===== src/design/remote_id_location_encoder_core_assert.svh =====
// ----------------------------------------------------------------------------
// Remote ID location encoder assertion macros
// Shared concurrent assertion forms, clocked on clk and disabled in reset.
// ----------------------------------------------------------------------------
`ifndef REMOTE_ID_LOCATION_ENCODER_CORE_ASSERT_SVH
`define REMOTE_ID_LOCATION_ENCODER_CORE_ASSERT_SVH

// The consequent holds in the same cycle as the antecedent.
`define RID_ASSERT_SAME(lbl, ante, cons, msg) \
  lbl: assert property (@(posedge clk) disable iff (!rst_n) (ante) |-> (cons)) \
    else $error(msg);

// The consequent holds in the cycle after the antecedent.
`define RID_ASSERT_NEXT(lbl, ante, cons, msg) \
  lbl: assert property (@(posedge clk) disable iff (!rst_n) (ante) |=> (cons)) \
    else $error(msg);

`endif


===== src/design/rid_pkg.sv =====
// ----------------------------------------------------------------------------
// Remote ID location encoder package
// Shared types, codes, constants and the altitude encoding function.
// ----------------------------------------------------------------------------
package rid_pkg;

  localparam logic [4:0] LAST_IDX = 5'd24;

  localparam int CQ_DEPTH = 4;
  localparam int RQ_DEPTH = 2;

  typedef enum logic [1:0] {
    CMD_FIX     = 2'd0,
    CMD_BUILD   = 2'd1,
    CMD_CLR_LOC = 2'd2,
    CMD_CLR_TKO = 2'd3
  } cmd_t;

  typedef enum logic [2:0] {
    KIND_ACCEPT  = 3'd0,
    KIND_REJECT  = 3'd1,
    KIND_BYTE    = 3'd2,
    KIND_NO_LOC  = 3'd3,
    KIND_CLEARED = 3'd4
  } kind_t;

  typedef enum logic {
    OP_SINGLE = 1'b0,
    OP_BUILD  = 1'b1
  } op_t;

  typedef enum logic [1:0] {
    BK_IDLE   = 2'd0,
    BK_PREP   = 2'd1,
    BK_STREAM = 2'd2
  } bk_state_t;

  typedef struct packed {
    op_t         op;
    kind_t       kind;
    logic [31:0] lat;
    logic [31:0] lon;
    logic [15:0] alt;
    logic [15:0] spd;
    logic [15:0] dir;
    logic        tko_valid;
    logic [15:0] tko_alt;
  } cq_entry_t;

  typedef struct packed {
    kind_t      kind;
    logic [7:0] data;
    logic [4:0] idx;
    logic       last;
  } res_t;

  localparam logic signed [31:0] LAT_MAX = 32'sd900000000;
  localparam logic signed [31:0] LAT_MIN = -32'sd900000000;
  localparam logic signed [31:0] LON_MAX = 32'sd1800000000;
  localparam logic signed [31:0] LON_MIN = -32'sd1800000000;
  localparam logic signed [15:0] ALT_MAX = 16'sd31767;
  localparam logic signed [15:0] ALT_MIN = -16'sd1000;

  localparam logic [15:0] DIR_INVALID = 16'd36100;
  localparam logic [16:0] DIR_RND     = 17'd50;
  localparam logic [16:0] DIV100_K    = 17'd83887;
  localparam int          DIV100_S    = 23;
  localparam logic [8:0]  DEG_FULL    = 9'd360;
  localparam logic [8:0]  DEG_MAX     = 9'd359;
  localparam logic [8:0]  DEG_HALF    = 9'd180;

  localparam logic [15:0] SPD_AIR     = 16'd200;
  localparam logic [15:0] SPD_SAT     = 16'd25500;
  localparam logic [15:0] SPD_LOW_MAX = 16'd6375;
  localparam logic [16:0] SPD_LOW_RND = 17'd12;
  localparam logic [15:0] SPD_HI_OFS  = 16'd6338;
  localparam logic [13:0] DIV25_K     = 14'd10486;
  localparam int          DIV25_S     = 18;
  localparam logic [14:0] DIV75_K     = 15'd27963;
  localparam int          DIV75_S     = 21;
  localparam logic [8:0]  CODE_MAX    = 9'd255;

  localparam logic signed [15:0] HGT_AIR_POS = 16'sd3;
  localparam logic signed [15:0] HGT_AIR_NEG = -16'sd3;

  localparam logic [7:0] MSG_HDR  = 8'h12;
  localparam logic [7:0] MSG_FILL = 8'hFF;

  localparam logic signed [17:0] ALT_OFS = 18'sd1000;
  localparam logic signed [17:0] ENC_MAX = 18'sd65535;

  // Altitude code: (m + 1000) * 2, saturated to the 16-bit range.
  function automatic logic [15:0] enc_alt(input logic signed [15:0] m);
    logic signed [17:0] e;
    e = ($signed({{2{m[15]}}, m}) + ALT_OFS) <<< 1;
    if (e < 0) begin
      return 16'd0;
    end else if (e > ENC_MAX) begin
      return 16'hFFFF;
    end else begin
      return e[15:0];
    end
  endfunction

endpackage


===== src/design/rid_fifo.sv =====
// ----------------------------------------------------------------------------
// Remote ID location encoder queue
// Small register FIFO with full and empty flags; DEPTH of two or more.
// ----------------------------------------------------------------------------
module rid_fifo #(
  parameter int DEPTH = 2,
  parameter int WIDTH = 8
) (
  input  logic             clk,
  input  logic             rst_n,
  input  logic             push,
  input  logic [WIDTH-1:0] din,
  output logic             full,
  input  logic             pop,
  output logic [WIDTH-1:0] dout,
  output logic             empty
);

  localparam int PTR_W = (DEPTH > 1) ? $clog2(DEPTH) : 1;
  localparam int CNT_W = $clog2(DEPTH + 1);
  localparam logic [PTR_W-1:0] PTR_LAST = PTR_W'(DEPTH - 1);
  localparam logic [CNT_W-1:0] CNT_FULL = CNT_W'(DEPTH);

  logic [WIDTH-1:0] mem [DEPTH];
  logic [PTR_W-1:0] wr_ptr_r, wr_ptr_nxt;
  logic [PTR_W-1:0] rd_ptr_r, rd_ptr_nxt;
  logic [CNT_W-1:0] cnt_r, cnt_nxt;
  logic             wr_en;
  logic             rd_en;

  assign full  = (cnt_r == CNT_FULL);
  assign empty = (cnt_r == '0);
  assign wr_en = push & ~full;
  assign rd_en = pop & ~empty;
  assign dout  = mem[rd_ptr_r];

  always_comb begin
    wr_ptr_nxt = wr_ptr_r;
    rd_ptr_nxt = rd_ptr_r;
    cnt_nxt    = cnt_r;
    if (wr_en) begin
      wr_ptr_nxt = (wr_ptr_r == PTR_LAST) ? '0 : wr_ptr_r + 1'b1;
    end
    if (rd_en) begin
      rd_ptr_nxt = (rd_ptr_r == PTR_LAST) ? '0 : rd_ptr_r + 1'b1;
    end
    if (wr_en && !rd_en) begin
      cnt_nxt = cnt_r + 1'b1;
    end else if (rd_en && !wr_en) begin
      cnt_nxt = cnt_r - 1'b1;
    end
  end

  always_ff @(posedge clk) begin
    if (!rst_n) begin
      wr_ptr_r <= '0;
      rd_ptr_r <= '0;
      cnt_r    <= '0;
    end else begin
      wr_ptr_r <= wr_ptr_nxt;
      rd_ptr_r <= rd_ptr_nxt;
      cnt_r    <= cnt_nxt;
    end
  end

  always_ff @(posedge clk) begin
    if (wr_en) begin
      mem[wr_ptr_r] <= din;
    end
  end

endmodule


===== src/design/rid_front.sv =====
// ----------------------------------------------------------------------------
// Remote ID location encoder front end
// Accepts requests, checks fixes, holds the location and takeoff state and
// queues one classified entry per request for the back end.
// ----------------------------------------------------------------------------
module rid_front
  import rid_pkg::*;
(
  input  logic               clk,
  input  logic               rst_n,
  input  logic               in_push,
  input  logic [1:0]         in_cmd,
  input  logic signed [31:0] in_lat_e7,
  input  logic signed [31:0] in_lon_e7,
  input  logic signed [15:0] in_alt_m,
  input  logic [15:0]        in_speed_cms,
  input  logic [15:0]        in_dir_cdeg,
  input  logic               cq_full,
  output logic               cq_push,
  output cq_entry_t          cq_data
);

  logic        loc_valid_r, loc_valid_nxt;
  logic [31:0] loc_lat_r, loc_lat_nxt;
  logic [31:0] loc_lon_r, loc_lon_nxt;
  logic [15:0] loc_alt_r, loc_alt_nxt;
  logic [15:0] loc_speed_r, loc_speed_nxt;
  logic [15:0] loc_dir_r, loc_dir_nxt;
  logic        tko_valid_r, tko_valid_nxt;
  logic [15:0] tko_alt_r, tko_alt_nxt;
  logic        accept;
  logic        fix_bad;
  logic [15:0] dir_clamp;

  assign accept  = in_push & ~cq_full;
  assign cq_push = accept;

  assign fix_bad = (in_lat_e7 < LAT_MIN) || (in_lat_e7 > LAT_MAX) ||
                   (in_lon_e7 < LON_MIN) || (in_lon_e7 > LON_MAX) ||
                   (in_alt_m < ALT_MIN) || (in_alt_m > ALT_MAX) ||
                   ((in_lat_e7 == '0) && (in_lon_e7 == '0));
  assign dir_clamp = (in_dir_cdeg > DIR_INVALID) ? DIR_INVALID : in_dir_cdeg;

  always_comb begin
    loc_valid_nxt = loc_valid_r;
    loc_lat_nxt   = loc_lat_r;
    loc_lon_nxt   = loc_lon_r;
    loc_alt_nxt   = loc_alt_r;
    loc_speed_nxt = loc_speed_r;
    loc_dir_nxt   = loc_dir_r;
    tko_valid_nxt = tko_valid_r;
    tko_alt_nxt   = tko_alt_r;

    cq_data           = '0;
    cq_data.op        = OP_SINGLE;
    cq_data.lat       = loc_lat_r;
    cq_data.lon       = loc_lon_r;
    cq_data.alt       = loc_alt_r;
    cq_data.spd       = loc_speed_r;
    cq_data.dir       = loc_dir_r;
    cq_data.tko_valid = tko_valid_r;
    cq_data.tko_alt   = tko_alt_r;

    unique case (cmd_t'(in_cmd))
      CMD_FIX: begin
        if (fix_bad) begin
          cq_data.kind = KIND_REJECT;
        end else begin
          cq_data.kind = KIND_ACCEPT;
          if (accept) begin
            loc_valid_nxt = 1'b1;
            loc_lat_nxt   = in_lat_e7;
            loc_lon_nxt   = in_lon_e7;
            loc_alt_nxt   = in_alt_m;
            loc_speed_nxt = in_speed_cms;
            loc_dir_nxt   = dir_clamp;
            if (!tko_valid_r) begin
              tko_valid_nxt = 1'b1;
              tko_alt_nxt   = in_alt_m;
            end
          end
        end
      end
      CMD_BUILD: begin
        if (loc_valid_r) begin
          cq_data.op   = OP_BUILD;
          cq_data.kind = KIND_BYTE;
        end else begin
          cq_data.kind = KIND_NO_LOC;
        end
      end
      CMD_CLR_LOC: begin
        cq_data.kind = KIND_CLEARED;
        if (accept) begin
          loc_valid_nxt = 1'b0;
        end
      end
      CMD_CLR_TKO: begin
        cq_data.kind = KIND_CLEARED;
        if (accept) begin
          tko_valid_nxt = 1'b0;
        end
      end
      default: begin
        cq_data.kind = KIND_CLEARED;
      end
    endcase
  end

  always_ff @(posedge clk) begin
    if (!rst_n) begin
      loc_valid_r <= 1'b0;
      tko_valid_r <= 1'b0;
    end else begin
      loc_valid_r <= loc_valid_nxt;
      tko_valid_r <= tko_valid_nxt;
    end
  end

  always_ff @(posedge clk) begin
    loc_lat_r   <= loc_lat_nxt;
    loc_lon_r   <= loc_lon_nxt;
    loc_alt_r   <= loc_alt_nxt;
    loc_speed_r <= loc_speed_nxt;
    loc_dir_r   <= loc_dir_nxt;
    tko_alt_r   <= tko_alt_nxt;
  end

endmodule


===== src/design/rid_back.sv =====
// ----------------------------------------------------------------------------
// Remote ID location encoder back end
// Takes queued entries, encodes the location message fields and streams the
// message bytes or the single result into the result queue.
// ----------------------------------------------------------------------------
`include "remote_id_location_encoder_core_assert.svh"

module rid_back
  import rid_pkg::*;
(
  input  logic      clk,
  input  logic      rst_n,
  input  logic      cq_empty,
  input  cq_entry_t cq_data,
  output logic      cq_pop,
  input  logic      rq_full,
  output logic      rq_push,
  output res_t      rq_data
);

  bk_state_t   state_r, state_nxt;
  logic [4:0]  idx_r, idx_nxt;
  cq_entry_t   ent_r;

  logic        air_r;
  logic        dir_ok_r;
  logic [8:0]  dir_q_r;
  logic        spd_sat_r;
  logic        spd_hs_r;
  logic [8:0]  spd_q_r;
  logic [15:0] alt_enc_r;
  logic [15:0] hgt_enc_r;

  logic signed [15:0] hgt;
  logic [16:0] dir_x;
  logic [33:0] dir_prod;
  logic [16:0] spd_lo_x;
  logic [30:0] spd_lo_prod;
  logic [15:0] spd_hi_x;
  logic [30:0] spd_hi_prod;
  logic        spd_hs;

  logic [8:0]  deg;
  logic        west;
  logic [7:0]  dir_byte;
  logic [7:0]  spd_byte;
  logic [7:0]  msg_byte;

  assign hgt = ent_r.tko_valid ? $signed(ent_r.alt) - $signed(ent_r.tko_alt) : '0;
  assign dir_x       = {1'b0, ent_r.dir} + DIR_RND;
  assign dir_prod    = 34'(dir_x) * 34'(DIV100_K);
  assign spd_lo_x    = {1'b0, ent_r.spd} + SPD_LOW_RND;
  assign spd_lo_prod = 31'(spd_lo_x) * 31'(DIV25_K);
  assign spd_hi_x    = ent_r.spd - SPD_HI_OFS;
  assign spd_hi_prod = 31'(spd_hi_x) * 31'(DIV75_K);
  assign spd_hs      = ent_r.spd > SPD_LOW_MAX;

  always_ff @(posedge clk) begin
    if (state_r == BK_PREP) begin
      air_r     <= (ent_r.spd >= SPD_AIR) || (hgt >= HGT_AIR_POS) || (hgt <= HGT_AIR_NEG);
      dir_ok_r  <= ent_r.dir < DIR_INVALID;
      dir_q_r   <= dir_prod[DIV100_S +: 9];
      spd_sat_r <= ent_r.spd >= SPD_SAT;
      spd_hs_r  <= spd_hs & ~(ent_r.spd >= SPD_SAT);
      spd_q_r   <= spd_hs ? spd_hi_prod[DIV75_S +: 9] : spd_lo_prod[DIV25_S +: 9];
      alt_enc_r <= enc_alt($signed(ent_r.alt));
      hgt_enc_r <= enc_alt(hgt);
    end
  end

  always_comb begin
    deg  = dir_q_r;
    west = 1'b0;
    if (deg == DEG_FULL) begin
      deg = '0;
    end else if (deg > DEG_FULL) begin
      deg = DEG_MAX;
    end
    if (deg >= DEG_HALF) begin
      deg  = deg - DEG_HALF;
      west = 1'b1;
    end
    dir_byte = dir_ok_r ? deg[7:0] : 8'd0;
    west     = west & dir_ok_r;
    if (spd_sat_r || (spd_q_r > CODE_MAX)) begin
      spd_byte = 8'hFF;
    end else begin
      spd_byte = spd_q_r[7:0];
    end
  end

  always_comb begin
    unique case (idx_r)
      5'd0:    msg_byte = MSG_HDR;
      5'd1:    msg_byte = {2'b00, air_r, ~air_r, 2'b00, west, spd_hs_r};
      5'd2:    msg_byte = dir_byte;
      5'd3:    msg_byte = spd_byte;
      5'd5:    msg_byte = ent_r.lat[7:0];
      5'd6:    msg_byte = ent_r.lat[15:8];
      5'd7:    msg_byte = ent_r.lat[23:16];
      5'd8:    msg_byte = ent_r.lat[31:24];
      5'd9:    msg_byte = ent_r.lon[7:0];
      5'd10:   msg_byte = ent_r.lon[15:8];
      5'd11:   msg_byte = ent_r.lon[23:16];
      5'd12:   msg_byte = ent_r.lon[31:24];
      5'd13:   msg_byte = alt_enc_r[7:0];
      5'd14:   msg_byte = alt_enc_r[15:8];
      5'd15:   msg_byte = alt_enc_r[7:0];
      5'd16:   msg_byte = alt_enc_r[15:8];
      5'd17:   msg_byte = hgt_enc_r[7:0];
      5'd18:   msg_byte = hgt_enc_r[15:8];
      5'd21:   msg_byte = MSG_FILL;
      5'd22:   msg_byte = MSG_FILL;
      default: msg_byte = 8'd0;
    endcase
  end

  always_comb begin
    state_nxt = state_r;
    idx_nxt   = idx_r;
    cq_pop    = 1'b0;
    rq_push   = 1'b0;
    rq_data   = '0;
    unique case (state_r)
      BK_IDLE: begin
        if (!cq_empty && !rq_full) begin
          cq_pop = 1'b1;
          if (cq_data.op == OP_BUILD) begin
            state_nxt = BK_PREP;
          end else begin
            rq_push      = 1'b1;
            rq_data.kind = cq_data.kind;
            rq_data.last = 1'b1;
          end
        end
      end
      BK_PREP: begin
        state_nxt = BK_STREAM;
        idx_nxt   = '0;
      end
      BK_STREAM: begin
        if (!rq_full) begin
          rq_push      = 1'b1;
          rq_data.kind = KIND_BYTE;
          rq_data.data = msg_byte;
          rq_data.idx  = idx_r;
          rq_data.last = (idx_r == LAST_IDX);
          if (idx_r == LAST_IDX) begin
            state_nxt = BK_IDLE;
          end else begin
            idx_nxt = idx_r + 1'b1;
          end
        end
      end
      default: begin
        state_nxt = BK_IDLE;
      end
    endcase
  end

  always_ff @(posedge clk) begin
    if (!rst_n) begin
      state_r <= BK_IDLE;
      idx_r   <= '0;
    end else begin
      state_r <= state_nxt;
      idx_r   <= idx_nxt;
    end
  end

  always_ff @(posedge clk) begin
    if (cq_pop) begin
      ent_r <= cq_data;
    end
  end

  `RID_ASSERT_SAME(a_idx_in_msg, state_r == BK_STREAM, idx_r <= LAST_IDX, "Byte index ran past the message end.")
  `RID_ASSERT_NEXT(a_prep_to_stream, state_r == BK_PREP, state_r == BK_STREAM && idx_r == '0, "Encode cycle did not start the stream.")
  `RID_ASSERT_NEXT(a_last_ends, state_r == BK_STREAM && rq_push && idx_r == LAST_IDX, state_r == BK_IDLE, "Stream did not end after the last byte.")
  `RID_ASSERT_SAME(a_push_room, rq_push, !rq_full, "Result pushed into a full queue.")

endmodule


===== src/design/remote_id_location_encoder_core.sv =====
// ----------------------------------------------------------------------------
// Remote ID location encoder core
// Holds the latest fix and the takeoff fix and streams the 25-byte location
// message on request.
// ----------------------------------------------------------------------------
// A fix update or a clear request is taken in the cycle it arrives unless the
// command queue is full, and gives one result; such requests flow at one per
// cycle while no queue is full. A build request occupies the back end to load
// the entry, encode the message fields with the divide-by-constant multipliers
// and stream one message byte per cycle, while the result queue has room,
// through the single result port. The command queue (CMD_DEPTH entries) lets new
// requests be taken while a message is still streaming, and the result queue
// (RES_DEPTH entries) keeps the back end running while results wait to be popped.
module remote_id_location_encoder_core
  import rid_pkg::*;
#(
  parameter int CMD_DEPTH = CQ_DEPTH,
  parameter int RES_DEPTH = RQ_DEPTH
) (
  input  logic               clk,
  input  logic               rst_n,
  input  logic               in_push,
  output logic               in_full,
  input  logic [1:0]         in_cmd,
  input  logic signed [31:0] in_lat_e7,
  input  logic signed [31:0] in_lon_e7,
  input  logic signed [15:0] in_alt_m,
  input  logic [15:0]        in_speed_cms,
  input  logic [15:0]        in_dir_cdeg,
  output logic               out_empty,
  input  logic               out_pop,
  output logic [2:0]         out_kind,
  output logic [7:0]         out_data_byte,
  output logic [4:0]         out_byte_index,
  output logic               out_last
);

  localparam int CQ_W = $bits(cq_entry_t);
  localparam int RQ_W = $bits(res_t);

  logic      cq_push;
  logic      cq_full;
  logic      cq_pop;
  logic      cq_empty;
  cq_entry_t cq_din;
  cq_entry_t cq_dout;
  logic      rq_push;
  logic      rq_full;
  res_t      rq_din;
  res_t      rq_dout;

  assign in_full = cq_full;

  rid_front u_front (
    .clk          (clk),
    .rst_n        (rst_n),
    .in_push      (in_push),
    .in_cmd       (in_cmd),
    .in_lat_e7    (in_lat_e7),
    .in_lon_e7    (in_lon_e7),
    .in_alt_m     (in_alt_m),
    .in_speed_cms (in_speed_cms),
    .in_dir_cdeg  (in_dir_cdeg),
    .cq_full      (cq_full),
    .cq_push      (cq_push),
    .cq_data      (cq_din)
  );

  rid_fifo #(
    .DEPTH (CMD_DEPTH),
    .WIDTH (CQ_W)
  ) u_cmd_q (
    .clk   (clk),
    .rst_n (rst_n),
    .push  (cq_push),
    .din   (cq_din),
    .full  (cq_full),
    .pop   (cq_pop),
    .dout  (cq_dout),
    .empty (cq_empty)
  );

  rid_back u_back (
    .clk      (clk),
    .rst_n    (rst_n),
    .cq_empty (cq_empty),
    .cq_data  (cq_dout),
    .cq_pop   (cq_pop),
    .rq_full  (rq_full),
    .rq_push  (rq_push),
    .rq_data  (rq_din)
  );

  rid_fifo #(
    .DEPTH (RES_DEPTH),
    .WIDTH (RQ_W)
  ) u_res_q (
    .clk   (clk),
    .rst_n (rst_n),
    .push  (rq_push),
    .din   (rq_din),
    .full  (rq_full),
    .pop   (out_pop),
    .dout  (rq_dout),
    .empty (out_empty)
  );

  assign out_kind       = rq_dout.kind;
  assign out_data_byte  = rq_dout.data;
  assign out_byte_index = rq_dout.idx;
  assign out_last       = rq_dout.last;

endmodule

===== config.mk =====
export PLATFORM = sky130hd
export DESIGN_NAME = remote_id_location_encoder_core
export DESIGN_NICKNAME = d
export VERILOG_FILES = /design/src/design/rid_pkg.sv /design/src/design/rid_fifo.sv /design/src/design/rid_front.sv /design/src/design/rid_back.sv /design/src/design/remote_id_location_encoder_core.sv
export VERILOG_INCLUDE_DIRS = /design/src /design/src/design
export SDC_FILE = /design/constraint.sdc
export NUM_CORES = 2
export LEC_CHECK = 0
export BUFFER_PORTS_ARGS = -buffer_cell sky130_fd_sc_hd__buf_2
export CORE_UTILIZATION = 45
export DETAILED_ROUTE_END_ITERATION = 12
export GPL_TIMING_DRIVEN = 1
export MAX_ROUTING_LAYER = met4
export SLEW_MARGIN = 20
export SYNTH_ARGS = -nofsm -noshare
export SYNTH_HDL_FRONTEND = slang
export SYNTH_SLANG_ARGS = --single-unit

===== constraint.sdc =====
create_clock -name clk -period 13 [get_ports clk]
set_clock_uncertainty 0.1 [all_clocks]
set_input_delay 2.6 -clock clk [delete_from_list [all_inputs] [get_ports clk]]
set_output_delay 2.6 -clock clk [all_outputs]
set_load 0.1 [all_outputs]

* Yosys cells after proc, flatten, opt, wreduce, memory -nomap -nowiden
Memories as Yosys holds them, arrays and structs flattened. A register that Yosys moved wholly into a read port is not among the register bits.
Cells that the tools add are included.
** Operators by class
- Add/subtract/negate cells :: 16
- Multiply operators :: 3
- Div/mod/pow operators :: 0
- Order comparisons :: 20
- Eq/ne operators :: 39
- Shift operators :: 0
- Multiplexer cells :: 57
- Bitwise operators :: 15
- Reductions and logical operators :: 43
** Operators with widths (number)
- one-hot mux 8 bit (17 select lines) :: 1
- zero test 32 bit :: 2
- 2-to-1 mux 16 bit :: 4
- == test 5 x 4 -> 1 bit (second input constant) :: 8
- greater-than comparator 18 x 17 -> 1 bit (second input constant) :: 2
- less-than comparator 18 x 1 -> 1 bit (second input constant) :: 2
- adder 16 x 11 -> 17 bit (second input constant) :: 2
- greater-than comparator 16 bit (second input constant) :: 2
- greater-than comparator 32 x 31 -> 1 bit (second input constant) :: 1
- greater-than comparator 32 bit (second input constant) :: 1
- less-than comparator 32 x 31 -> 1 bit (second input constant) :: 1
- less-than comparator 32 bit (second input constant) :: 1
- multiplier 17 x 17 -> 32 bit (second input constant) :: 1
- == test 5 bit (second input constant) :: 6
- multiplier 16 x 15 -> 30 bit (second input constant) :: 1
- 2-to-1 mux 9 bit :: 3
- multiplier 17 x 13 -> 26 bit (second input constant) :: 1
- 2-to-1 mux 8 bit :: 3
- 2-to-1 mux 1 bit :: 21
- 2-to-1 mux 2 bit :: 10
- adder 16 x 4 -> 17 bit (second input constant) :: 1
- adder 16 x 6 -> 17 bit (second input constant) :: 1
- greater-or-equal comparator 16 x 15 -> 1 bit (second input constant) :: 1
- greater-or-equal comparator 16 x 3 -> 1 bit (second input constant) :: 1
- 46 further kinds :: 116
** Word-level totals
- Bits in registers :: 331
- Latch bits :: 0
- Memory bits (writable) :: 566
- Memory bits (read-only) :: 0
- Bits of input ports :: 118
- Output and inout port bits :: 19
- Logic and storage cells :: 226
- Memories :: 2
** Memories
- u_cmd_q.mem :: depth 4, width 133, rd ports 1, clocked after Yosys merged registers in 1, wr ports 1, RTL line rid_fifo.sv:24 : logic [WIDTH-1:0] mem [DEPTH];
- u_res_q.mem :: depth 2, width 17, rd ports 1, clocked after Yosys merged registers in 1, wr ports 1, RTL line rid_fifo.sv:24

* Logic depth before layout (Yosys ltp)
- Word-level depth :: 10
- Mapped depth :: 31
- Depth with buffers taken out :: 30

* Cells and area by module
Synthesis repeated with hierarchy kept, for this count alone.
** Unflattened totals
- Cell total of the unflattened synthesis :: 3351
- Area total of the unflattened synthesis :: 49471.2 sq um
** By module, submodules not included
- rid_back :: times used 1, cells an instance 2265, area each 23633.9 sq um, seq. area each 5635.4 sq um
- rid_fifo at u_cmd_q :: times used 1, cells an instance 746, area each 19643.8 sq um, seq. area each 16155.5 sq um
- rid_front :: times used 1, cells an instance 262, area each 4734.5 sq um, seq. area each 3883.7 sq um
- rid_fifo at u_res_q :: times used 1, cells an instance 78, area each 1458.9 sq um, seq. area each 1121.1 sq um

* Worst setup path after synthesis
No wires, ideal clock.
- Path type :: input -> register
- Start point :: input in_lon_e7[24]
- End point :: register u_front.loc_alt_r[0], enable pin
- Library setup time :: 722 ps
- Data arrival time :: 11942 ps
- Data required time :: 12178 ps
- Path slack :: 236 ps
- Stages :: 9
- Buffers on the path :: 0
- Path through :: or2_0 or4_1 or4_1 nand3_1 a21oi_1 nor3_2 nand3_1 or2_1 nor3_1
** On the way
- Word-level cells in the longest chain between the ends :: 8
- Elaborated cells between the ends (all ways) :: 11
- Those cells by class :: order compare: 2; bitwise: 1; reduce/logical: 8
** Ends and longest elaborated chain
- start: declaration :: RTL line remote_id_location_encoder_core.sv:26 : input logic signed [31:0] in_lon_e7,
- less-than comparator 32 bit :: RTL line rid_front.sv:39 : (in_lon_e7 < LON_MIN) || (in_lon_e7 > LON_MAX) ||
- logical OR 1 bit :: RTL line rid_front.sv:38 : assign fix_bad = (in_lat_e7 < LAT_MIN) || (in_lat_e7 > LAT_MAX) ||
- logical OR 1 bit (2 in a row) :: RTL line rid_front.sv:39
- logical OR 1 bit :: RTL line rid_front.sv:40 : (in_alt_m < ALT_MIN) || (in_alt_m > ALT_MAX) ||
- logical OR 1 bit * :: RTL line rid_front.sv:40
- NOT 1 bit (no line) *
- AND reduction 3 bit (no line) *
- end signal: assignment :: RTL line rid_front.sv:123 : loc_alt_r <= loc_alt_nxt;
- end: declaration :: RTL line rid_front.sv:26 : logic [15:0] loc_alt_r, loc_alt_nxt;
Mark *: on every way between the ends. The rest lies on a longest branch, timed or not.
A chain may end at the register's enable or synchronous reset.

* Worst setup path in the final report
- Start point :: register u_back.ent_r[35] (netlist bit)
- End point :: register u_back.spd_q_r[8], data pin
** On the way
- Word-level cells in the longest chain between the ends :: 3
- Elaborated cells between the ends (all ways) :: 6
- Those cells by class :: add/sub: 2; mul: 2; order compare: 1; mux: 1
** Ends and longest elaborated chain
- start: declaration :: RTL line rid_back.sv:23 : cq_entry_t ent_r;
- start signal: assignment :: RTL line rid_back.sv:173 : ent_r <= cq_data;
- adder 16 x 4 -> 17 bit or subtractor 16 x 13 -> 16 bit (tied branches) :: RTL line rid_back.sv:52, rid_back.sv:54
- multiplier 17 x 13 -> 26 bit or multiplier 16 x 15 -> 30 bit (tied branches) :: RTL line rid_back.sv:53, rid_back.sv:55
- 2-to-1 mux 9 bit * :: RTL line rid_back.sv:65 : spd_q_r <= spd_hs ? spd_hi_prod[DIV75_S +: 9] : spd_lo_prod[DIV25_S +: 9];
- end signal: assignment :: RTL line rid_back.sv:65
- end: declaration :: RTL line rid_back.sv:30 : logic [8:0] spd_q_r;
Marked as above.

==> reports/summary.txt <==
Hold WC Path Type: flop to flop
CORE AREA: 108000 um^2
Die Span Y: 332 um
final hold vios: 0
# hold bufs at CTS: 0
Yosys reg bits: 900
yosys warns: 0
r2r endpoint: u_back.spd_q_r[8]
Hold Crit Start: u_front.tko_alt_r[1]
largest area contributor in the netlist: edfxtp_1
nets@finish: 4337
fmax: 108 MHz
EDFF count, synth: 877
Worst Setup End Kind: flop
drt pass-1 iters: 9
commonest cells after routing, fill and taps aside: 877 x edfxtp_1, 582 x inv_1, 385 x ha_1
Crit-path slowest cell: o41ai_1
crit-path max FO: 11
asr flop ratio synth: 0%
fin crit share: 71.2%
TritonCTS Buffers: 89
First DRT Iteration DRCs: 1793
die area: 110000 um^2
CTS Buffer Depth: 3
initial antenna violation count: 3
htree depth: 3
clock sink total: 900
Placer Congestion: 0.889
fill count: 9024
final setup violation count: 0
Root Buffer: clkbuf_16
max-slew violation count: 0
cts repair resizes: 0
crit start category: flop
Total Wirelength: 103 mm
Die Wd: 332 um
io pins: 137
Clock transition at path regs: 60 ps
flop2flop setup slack: 3740 ps
maxcap violations: 0
All-Layer GR Usage: 19.7%
most common cell after layout, fill and taps aside: edfxtp_1
Overflow after GRT: 0
Post-DRT Antenna Nets: 0
row cnt: 120
top cells by area, synth: edfxtp_1 54%, fa_1 12%, ha_1 9.8%
status: finished, final reports clean
Area growth, synth to finish: 11.2%
top_reg_cell synth: edfxtp_1
Detail Placement HPWL: 76.2 mm
Hold EP: u_cmd_q.mem[2][1]
port bufs: 136
Mapped Area: 49100 um^2
Synth Net Count: 4140
Worst-Skew Late Latency: 660 ps
Setup CP Type: flop to flop
setup_tns: 0 ps
largest net degree at the start of global routing: 59
Setup Buffers After CTS: 0
Syn Inst Count: 3346
Starting Density: 45.6%
number of global-route vias before repair: 27500
Max transition margin: 28.8%
Avg Cell Area, Syn: 14.7 um^2
Critical Path RT: 13300 ps
Synth top area share: 53.6%
Critical Path AT: 9560 ps
Yosys cell types: 89
most used cell, CP: inv_1
drt wl/cell: 20.6 um
Min Hold Slack: 388 ps
worst r2r path cells: 30
Seq/Total Area, Yosys: 54.6%
vias per inst: 5.27
RSZ-0062 raised after global routing: false
minimum clock period: 9260 ps
first-pass GRT wire length: 162 mm
Vias: 26500
share of cells above drive strength 1: 14.0%
CP max stage delay: 680 ps
hold depth: 0
CTS tree: yes
Worst-Margin Slew: 1070 ps
DR DRC count: 0
R2R Path Start: u_back.ent_r[35]
[cells in the mapped netlist, types with 21 or more instances]
cell type	n
a21oi_1	97
a22oi_1	22
and2_1	31
and3_1	23
clkbuf_1	41
dfxtp_1	23
edfxtp_1	877
fa_1	290
ha_1	386
inv_1	583
mux4_2	133
nand2_1	121
nand3_1	46
nand4_1	30
nor2_1	103
nor3_1	33
nor4_1	21
o21ai_0	49
xnor2_1	73
xor2_1	51
[routing by layer]
layer  vias up  global-route usage (%)  wire length, um
met4         0                    4.35             1700
met3       124                    1.89             3950
met2       554                    31.9            50400
li1      12400                       -                -
met5         -                       -                0
met1     13400                    27.1            47200
[worst max-delay path, delay by kind of cell (launching register included)]
family	cells	cell delay (ps)
muxes	1	90
xor gates and xnor gates	2	860
adders and majority gates	8	3480
and+or+nand+nor	2	370
AOI/OAI and AO/OA	10	2850
buffers and inverters	7	680
DFF	1	540
[cell families after synthesis]
kind of cell,Yosys count,synth area share (%)
fa+ha+maj,676,21.7
buf+inv,647,4.97
compound gates,338,4.66
simple gates,500,5.20
xor+xnor,124,2.21
flops,900,54.6
mux,161,6.73
[how the worst max path moves through the flow]
stage / endpoint / cells after the start / from
floorplan: u_front.loc_alt_r[0] / 9 / in_lon_e7[24]
global placement: u_back.spd_q_r[8] / 30 / u_back.ent_r[35]
detailed placement: u_back.spd_q_r[8] / 30 / u_back.ent_r[35]
CTS: u_back.spd_q_r[8] / 30 / u_back.ent_r[35]
global route: u_back.spd_q_r[8] / 30 / u_back.ent_r[35]
finish: u_back.spd_q_r[8] / 30 / u_back.ent_r[35]
[layout make-up]
class,count,area (um^2),share of cell area (%)
well taps,1403,1760,3.21
repair buffers,169,928,1.70
flip-flops and latches,900,26800,49.1
clock buffers,111,2380,4.36
inverters,584,2200,4.02
diodes,2,5.00,0.00916
clock inverters,54,611,1.12
multi-input cells,1799,19900,36.5
[flip-flops by register name, summed over array words and instances (netlist names), 3 cells and up, named ones only]
name                 flops
u_front.loc_lon_r       32
u_front.loc_dir_r       16
u_cmd_q.cnt_r            3
u_cmd_q.mem            532
u_back.dir_q_r           9
u_front.loc_alt_r       16
u_back.ent_r           129
u_back.spd_q_r           9
u_front.loc_speed_r     16
u_back.idx_r             5
u_front.tko_alt_r       16
u_back.hgt_enc_r        16
u_front.loc_lat_r       32
u_back.alt_enc_r        16
u_res_q.mem             34
[through the flow]
step / instances / cell area, um^2 / utilization [%] / setup slack, ps
3_5_place_dp: 4855 / 51600 / 47.9 / 3750
3_3_place_gp: 4855 / 51600 / 47.9 / 3830
6_report: 5022 / 54600 / 50.7 / 3740
4_1_cts: 5020 / 54600 / 50.7 / 3720
2_1_floorplan: 3346 / 49100 / - / 236
5_1_grt: 5021 / 54600 / 50.7 / 3010
Power is not shown: default switching activity piles up to over one toggle a cycle in this logic, so the estimate is an artifact.
